[config.mk]
export PLATFORM = sky130hd
export DESIGN_NAME = tftp_option_list_parser_core
export DESIGN_NICKNAME = d
export VERILOG_FILES = /design/src/rtl/core/topl_pkg.sv /design/src/rtl/core/topl_front.sv /design/src/rtl/core/topl_back.sv /design/src/rtl/core/tftp_option_list_parser_core.sv
export SDC_FILE = /design/constraint.sdc
export NUM_CORES = 2
export LEC_CHECK = 0
export BUFFER_PORTS_ARGS = -buffer_cell sky130_fd_sc_hd__buf_2
export CAP_MARGIN = 30
export CELL_PAD_IN_SITES_DETAIL_PLACEMENT = 1
export CELL_PAD_IN_SITES_GLOBAL_PLACEMENT = 1
export CORE_ASPECT_RATIO = 1.2
export CORE_UTILIZATION = 55
export CTS_CLUSTER_DIAMETER = 100
export DETAILED_ROUTE_END_ITERATION = 7
export PLACE_DENSITY_LB_ADDON = 0.25
export SYNTH_ARGS = -nofsm -noshare
export SYNTH_HDL_FRONTEND = slang
export SYNTH_SLANG_ARGS = --single-unit
[constraint.sdc]
create_clock -name clk_i -period 17.35 [get_ports clk_i]
set_input_delay 0.8675 -clock clk_i [delete_from_list [all_inputs] [get_ports clk_i]]
set_output_delay 0.8675 -clock clk_i [all_outputs]
set_load 0.02 [all_outputs]
[src/rtl/core/topl_pkg.sv]
// ---------------------------------------------------------------------------
// TFTP option list parser package
// Shared types and constants for the option list parser.
// ---------------------------------------------------------------------------
`default_nettype none
package topl_pkg;

  localparam int unsigned MaxOptions = 8;
  localparam int unsigned MaxNameLen = 16;

  localparam logic [2:0] StOk         = 3'd0;
  localparam logic [2:0] StNameOpen   = 3'd1;
  localparam logic [2:0] StValueOpen  = 3'd2;
  localparam logic [2:0] StEmptyValue = 3'd3;
  localparam logic [2:0] StDuplicate  = 3'd4;
  localparam logic [2:0] StTooMany    = 3'd5;
  localparam logic [2:0] StNameLong   = 3'd6;

  typedef struct packed {
    logic [7:0] data_byte;
    logic       final_byte;
  } in_item_t;

  typedef struct packed {
    logic [7:0] lowered_byte;
    logic       in_value;
    logic       is_nul;
    logic [2:0] option_slot;
    logic       packet_done;
    logic [2:0] status;
    logic [3:0] options_found;
  } out_item_t;

  // classified byte handed from front to back
  typedef struct packed {
    logic [7:0] low;
    logic       is_nul;
    logic       last;
  } cls_item_t;

endpackage
`default_nettype wire

[src/rtl/core/topl_front.sv]
// ---------------------------------------------------------------------------
// Option list parser front end
// Accepts bytes, lowers A-Z and queues classified bytes for the back end.
// ---------------------------------------------------------------------------
`default_nettype none
module topl_front (
  input  wire logic               clk_i,
  input  wire logic               rst_ni,
  input  wire logic               push,
  output logic                    full,
  input  wire topl_pkg::in_item_t in_item_i,
  output logic                    cls_valid_o,
  input  wire logic               cls_ready_i,
  output topl_pkg::cls_item_t     cls_item_o
);

  topl_pkg::cls_item_t q_mem_q [2];
  logic       wr_q, rd_q;
  logic [1:0] cnt_q;
  logic       do_push, do_pop;
  topl_pkg::cls_item_t cls;

  always_comb begin
    cls.is_nul = (in_item_i.data_byte == 8'd0);
    cls.last   = in_item_i.final_byte;
    cls.low    = in_item_i.data_byte;
    if (in_item_i.data_byte inside {[8'h41:8'h5A]}) begin
      cls.low = in_item_i.data_byte + 8'd32;
    end
  end

  assign full        = (cnt_q == 2'd2);
  assign do_push     = push && !full;
  assign cls_valid_o = (cnt_q != 2'd0);
  assign do_pop      = cls_valid_o && cls_ready_i;
  assign cls_item_o  = q_mem_q[rd_q];

  always_ff @(posedge clk_i) begin
    if (do_push) begin
      q_mem_q[wr_q] <= cls;
    end
  end

  always_ff @(posedge clk_i or negedge rst_ni) begin
    if (!rst_ni) begin
      wr_q  <= 1'b0;
      rd_q  <= 1'b0;
      cnt_q <= 2'd0;
    end else begin
      if (do_push) wr_q <= ~wr_q;
      if (do_pop)  rd_q <= ~rd_q;
      cnt_q <= cnt_q + {1'b0, do_push} - {1'b0, do_pop};
    end
  end

endmodule
`default_nettype wire

[src/rtl/core/topl_back.sv]
// ---------------------------------------------------------------------------
// Option list parser back end
// Tracks name/value phase, stores names, checks duplicates, latches errors.
// ---------------------------------------------------------------------------
`default_nettype none
module topl_back #(
  parameter int unsigned MaxOptions = topl_pkg::MaxOptions,
  parameter int unsigned MaxNameLen = topl_pkg::MaxNameLen
) (
  input  wire logic                clk_i,
  input  wire logic                rst_ni,
  input  wire logic                cls_valid_i,
  output logic                     cls_ready_o,
  input  wire topl_pkg::cls_item_t cls_item_i,
  output logic                     empty,
  input  wire logic                pop,
  output topl_pkg::out_item_t      out_item_o
);

  localparam int unsigned LenW = $clog2(MaxNameLen + 1);
  localparam int unsigned CntW = $clog2(MaxOptions + 1);
  localparam int unsigned IdxW = (MaxNameLen > 1) ? $clog2(MaxNameLen) : 1;

  logic [7:0]      name_q [MaxNameLen];
  logic [7:0]      names_q [MaxOptions][MaxNameLen];
  logic [LenW-1:0] lens_q [MaxOptions];
  logic            phase_q, seen_q;
  logic [LenW-1:0] len_q;
  logic [CntW-1:0] cnt_q;
  logic [2:0]      err_q;
  logic            phase_d, seen_d;
  logic [LenW-1:0] len_d;
  logic [CntW-1:0] cnt_d;
  logic [2:0]      err_d;
  logic            store_en, wr_name;
  logic [MaxOptions-1:0] hit;
  logic            dup;
  logic            out_v_q;
  topl_pkg::out_item_t out_q, res;
  logic            take;

  assign cls_ready_o = !out_v_q || pop;
  assign take        = cls_valid_i && cls_ready_o;
  assign empty       = !out_v_q;
  assign out_item_o  = out_q;

  always_comb begin
    for (int k = 0; k < MaxOptions; k++) begin
      hit[k] = (k < cnt_q) && (lens_q[k] == len_q);
      for (int j = 0; j < MaxNameLen; j++) begin
        if ((j < len_q) && (names_q[k][j] != name_q[j])) hit[k] = 1'b0;
      end
    end
    dup = |hit;
  end

  always_comb begin
    phase_d  = phase_q;
    seen_d   = seen_q;
    len_d    = len_q;
    cnt_d    = cnt_q;
    err_d    = err_q;
    store_en = 1'b0;
    wr_name  = 1'b0;
    if (err_q == topl_pkg::StOk) begin
      if (!phase_q) begin
        if (!cls_item_i.is_nul) begin
          if (len_q >= LenW'(MaxNameLen)) begin
            err_d = topl_pkg::StNameLong;
          end else begin
            wr_name = 1'b1;
            len_d   = len_q + 1'b1;
          end
        end else begin
          phase_d = 1'b1;
          seen_d  = 1'b0;
        end
      end else if (!cls_item_i.is_nul) begin
        seen_d = 1'b1;
      end else begin
        if (!seen_q)                          err_d = topl_pkg::StEmptyValue;
        else if (dup)                         err_d = topl_pkg::StDuplicate;
        else if (cnt_q >= CntW'(MaxOptions))  err_d = topl_pkg::StTooMany;
        else begin
          store_en = 1'b1;
          cnt_d    = cnt_q + 1'b1;
        end
        phase_d = 1'b0;
        seen_d  = 1'b0;
        len_d   = '0;
      end
    end
    if (cls_item_i.last && err_d == topl_pkg::StOk) begin
      if (phase_d)               err_d = topl_pkg::StValueOpen;
      else if (len_d != '0)      err_d = topl_pkg::StNameOpen;
    end
    res.lowered_byte  = cls_item_i.low;
    res.in_value      = phase_q;
    res.is_nul        = cls_item_i.is_nul;
    res.option_slot   = (32'(cnt_q) > 32'd7) ? 3'd7 : 3'(cnt_q);
    res.packet_done   = cls_item_i.last;
    res.status        = err_d;
    res.options_found = (32'(cnt_d) > 32'd15) ? 4'd15 : 4'(cnt_d);
  end

  always_ff @(posedge clk_i) begin
    if (take) begin
      out_q <= res;
      if (wr_name) name_q[len_q[IdxW-1:0]] <= cls_item_i.low;
      if (store_en) begin
        names_q[cnt_q[$clog2(MaxOptions > 1 ? MaxOptions : 2)-1:0]] <= name_q;
        lens_q[cnt_q[$clog2(MaxOptions > 1 ? MaxOptions : 2)-1:0]]  <= len_q;
      end
    end
  end

  always_ff @(posedge clk_i or negedge rst_ni) begin
    if (!rst_ni) begin
      out_v_q <= 1'b0;
      phase_q <= 1'b0;
      seen_q  <= 1'b0;
      len_q   <= '0;
      cnt_q   <= '0;
      err_q   <= topl_pkg::StOk;
    end else begin
      if (take) begin
        out_v_q <= 1'b1;
        if (cls_item_i.last) begin
          phase_q <= 1'b0;
          seen_q  <= 1'b0;
          len_q   <= '0;
          cnt_q   <= '0;
          err_q   <= topl_pkg::StOk;
        end else begin
          phase_q <= phase_d;
          seen_q  <= seen_d;
          len_q   <= len_d;
          cnt_q   <= cnt_d;
          err_q   <= err_d;
        end
      end else if (pop) begin
        out_v_q <= 1'b0;
      end
    end
  end

endmodule
`default_nettype wire

[src/rtl/core/tftp_option_list_parser_core.sv]
// ---------------------------------------------------------------------------
// TFTP option list parser core
// Parses NUL-terminated name/value pairs of an OACK option area.
// ---------------------------------------------------------------------------
// One byte per cycle sustained while results are popped as they arrive. A byte's
// result passes through the front queue and the back end's output register
// before it is on the outputs. The input stalls only when the two-entry front
// queue is full because results are not being taken. The duplicate check
// compares all stored names in parallel, combinationally in the back end.
`default_nettype none
module tftp_option_list_parser_core #(
  parameter int unsigned MaxOptions = topl_pkg::MaxOptions,
  parameter int unsigned MaxNameLen = topl_pkg::MaxNameLen
) (
  input  wire logic                clk_i,
  input  wire logic                rst_ni,
  input  wire logic                push,
  output logic                     full,
  input  wire topl_pkg::in_item_t  in_item_i,
  output logic                     empty,
  input  wire logic                pop,
  output topl_pkg::out_item_t      out_item_o
);

  logic                cls_valid, cls_ready;
  topl_pkg::cls_item_t cls_item;

  topl_front u_front (
    .clk_i, .rst_ni, .push, .full, .in_item_i,
    .cls_valid_o(cls_valid), .cls_ready_i(cls_ready), .cls_item_o(cls_item)
  );

  topl_back #(.MaxOptions(MaxOptions), .MaxNameLen(MaxNameLen)) u_back (
    .clk_i, .rst_ni,
    .cls_valid_i(cls_valid), .cls_ready_o(cls_ready), .cls_item_i(cls_item),
    .empty, .pop, .out_item_o
  );

endmodule
`default_nettype wire
==> metrics.md <==
| Metric | Value |
|---|---|
| Status | `finished, final reports clean` |
| Hold_buf cts | `0` |
| Period minus WS final | `5920 ps` |
| CP Buf/Inv Count | `3` |
| Setup crit end kind | `flop` |
| CTS tree | `built` |
| Largest net degree at the start of global routing | `70` |
| # rows | `122` |
| Pre-CTS WS | `11680 ps` |
| Peak supply drop | `0.000163 V` |
| Critical path arrival | `6230 ps` |
| Clock Pin Slew Worst Setup and Hold Paths | `70 ps` |
| Hold crit path type | `primary input to async pin` |
| Root buffer cell | `clkbuf_16` |
| Setup TNS | `0 ps` |
| PwrDens | `119 nW/um^2` |
| Area growth from synthesis to layout | `10.8%` |
| Vias per cell | `5.91` |
| Num CTS Buffers | `120` |
| Finished Core Util | `61.9%` |
| Setup WS post-layout | `11430 ps` |
| I/O pin total | `36` |
| Async S/R FF share, synth | `around 1.5%` |
| Die span in x | `282 microns` |
| Cell family with most CP delay | `simple AND/OR/NAND/NOR gates` |
| Worst clock skew | `33.0 ps` |
| Core area | `92700 sq um` |
| Req. time, crit path | `~18000 ps` |
| Commonest non-fill, non-tap cells in the layout | `1233 x edfxtp_1, 734 x xnor2_1, 336 x xor2_1, 199 x nand4_1, 122 x clkbuf_16` |
| CP dominant cell by count | `buf_4` |
| Placer Congestion | `0.898` |
| Final Max Slew Viols | `0` |
| Post-synth net total | `3173` |
| Area leader, netlist | `edfxtp_1` |
| Final setup vio count | `0` |
| Top cells by area, synth | `edfxtp_1 72%, xnor2_1 12%, xor2_1 5.7%, nand4_1 2.4%, buf_2 1.2%` |
| Drt pass-1 iters | `5` |
| Final hold viol count | `0` |
| Part of the cycle the worst path needs | `34.1%` |
| Post-synth EDFFs | `1233` |
| Nets | `about 3.2k` |
| Die area | `95300 sq um` |
| FMAX | `between 150 and 200 MHz` |
| Slew HR | `a little over a quarter` |
| Critical path class | `flop to flop` |
| Post-CTS Resized | `0` |
| Crit-path max FO | `53` |
| Overall Global Routing Usage | `27.9%` |
| PortBufs | `35` |
| Post-CTS Setup Repair Bufs | `0` |
| Ys flop type | `edfxtp_1` |
| Routed len/inst | `around 29 microns` |
| Post-route ant nets | `0` |
| Antenna violations before repair | `5` |
| Die height | `338 microns` |
| Master of the slowest instance on the critical path | `buf_4` |
| Post-Syn Area | `51700 sq um` |
| Cell Chain, Critical Path | `buf_4, nand2_1, nand2b_1, o21ai_0, nand4_1, or4_1, or4_4, nand4_4, nor2_2, nand4_1, nor3_2, buf_4, buf_4` |
| Maximum root-to-sink buffer count | `3` |
| Top-area cell type share of the netlist area | `71.6%` |
| CP Launch Type | `flop` |
| Max-Cap Viols | `0` |
| Yosys warning total | `0` |
| H-tree depth | `3` |
| Static leakage | `roughly 0.018 uW` |
| Initial Util | `55.8%` |
| Post-synth cell types | `64` |
| Clk sinks | `1252` |
| Crit-path max cell delay | `750 ps` |
| First-pass GRT wire length | `193 mm` |
| Fraction of layout cells with a size suffix above 1 | `under 10%` |
| Vias in the first global route | `28.8k` |
| 1st-iter DRT viols | `2561` |
| Detailed-route via count | `26.9k` |
| Cells after Synth | `3149` |
| Commonest non-fill, non-tap cell in the layout | `edfxtp_1` |
| Drt drc | `0` |
| Grt ovf | `0` |
| Seq/Total Area, Yosys | `72.5%` |
| Dpl hpwl | `roughly 81 mm` |
| Worst Max-Slew Pin Slew | `roughly 1100 ps` |
| Total of fill cells in the finished design | `8090` |
| RSZ-0062 raised after global routing | `no` |
| #FFs+latches synth | `1252` |
| Clk_lat worst skew | `710 ps` |
| Mean area per synthesized cell | `16.4 sq um` |
| Total wire length | `between 100 and 150 mm` |
-- metrics by stage --
stage / area [sq um] / hold WS, ps / total power (uW) / instances
6_report: 57300 / 137 / 6800 / 4552
5_1_grt: 57300 / 149 / 6960 / 4551
4_1_cts: 57200 / 115 / 6830 / 4547
3_5_place_dp: 53100 / 492 / 4120 / 4321
3_3_place_gp: 53000 / 479 / 4090 / 4311
2_1_floorplan: 51700 / 461 / 3830 / 3149
-- worst paths after layout --
check | start | to | slack [ps] | cells after the start
max in group asynchronous | rst_ni | u_back.len_q[4] | 16830 | 1
setup reg to reg | u_back.len_q[3] | u_back.names_q[2][71] | 11430 | 13
hold / removal | rst_ni | u_front.rd_q | 140 | 1
setup / recovery | u_back.len_q[3] | u_back.names_q[2][71] | 11430 | 13
hold reg to reg | u_front.wr_q | u_front.wr_q | 510 | 1
min in group clk_i | in_item_i[0] | u_front.q_mem_q[1][0] | 380 | 1
-- layout make-up --
class / count / area [sq um] / area share [%]
Sequential cell: 1252 / 37500 / 65.4
Multi-Input combinational cell: 1728 / 13400 / 23.4
Clock buffer: 140 / 3120 / 5.44
Tap cell: 1240 / 1550 / 2.71
Clock inverter: 86 / 993 / 1.73
Timing Repair Buffer: 88 / 662 / 1.15
Inverter: 17 / 63.8 / 0.111
Antenna cell: 1 / 2.50 / 0.00437
-- cells in the mapped netlist (all sizes together) (10+ instances only) --
cell type and instances:
a21oi 43, ha 11, nor2 45, nand4 200, nand2 38, o21ai 97
edfxtp 1233, nand3 19, inv 15, xor2 336, dfrtp 19, nor3 19
xnor2 734, nor4 98, a21o 10, buf 144
-- metal layers --
metal  vias to the layer above  GRT usage (%)  wire length [microns]
met4                         0           12.1                   5590
met3                       241           3.94                   7670
met1                     14000           35.6                  51200
li1                      11700              -                      -
met2                       900           47.7                  66300
met5                         -              0                      0
-- state kept, by name, indices dropped and copies added (netlist names) --
register / cells
u_back.cnt_q: 4
u_back.err_q: 3
u_back.len_q: 5
u_back.lens_q: 40
u_back.name_q: 128
u_back.names_q: 1024
u_back.out_item_o: 21
u_back.out_v_q: 1
u_back.phase_q: 1
u_back.seen_q: 1
u_front.cnt_q: 2
u_front.q_mem_q: 20
u_front.rd_q: 1
u_front.wr_q: 1
-- cell families after synthesis --
group	Yosys count	synth area share, %
fa+ha+maj	11	0.266
mux	11	0.232
xor+xnor	1070	18.1
simple gates	443	5.00
compound gates	193	2.22
flops	1252	72.5
buf+inv	169	1.68
-- where the power goes --
group | leakage [uW] | internal [uW] | total (uW) | switching (uW)
registers | 0.0113 | 3420 | 3510 | 92.7
logic | 0.00447 | 140 | 556 | 416
clock network | 0.00196 | 1580 | 2730 | 1160
total | 0.0178 | 5130 | 6800 | 1670
No activity file was read; power rests on OpenSTA's default activity.
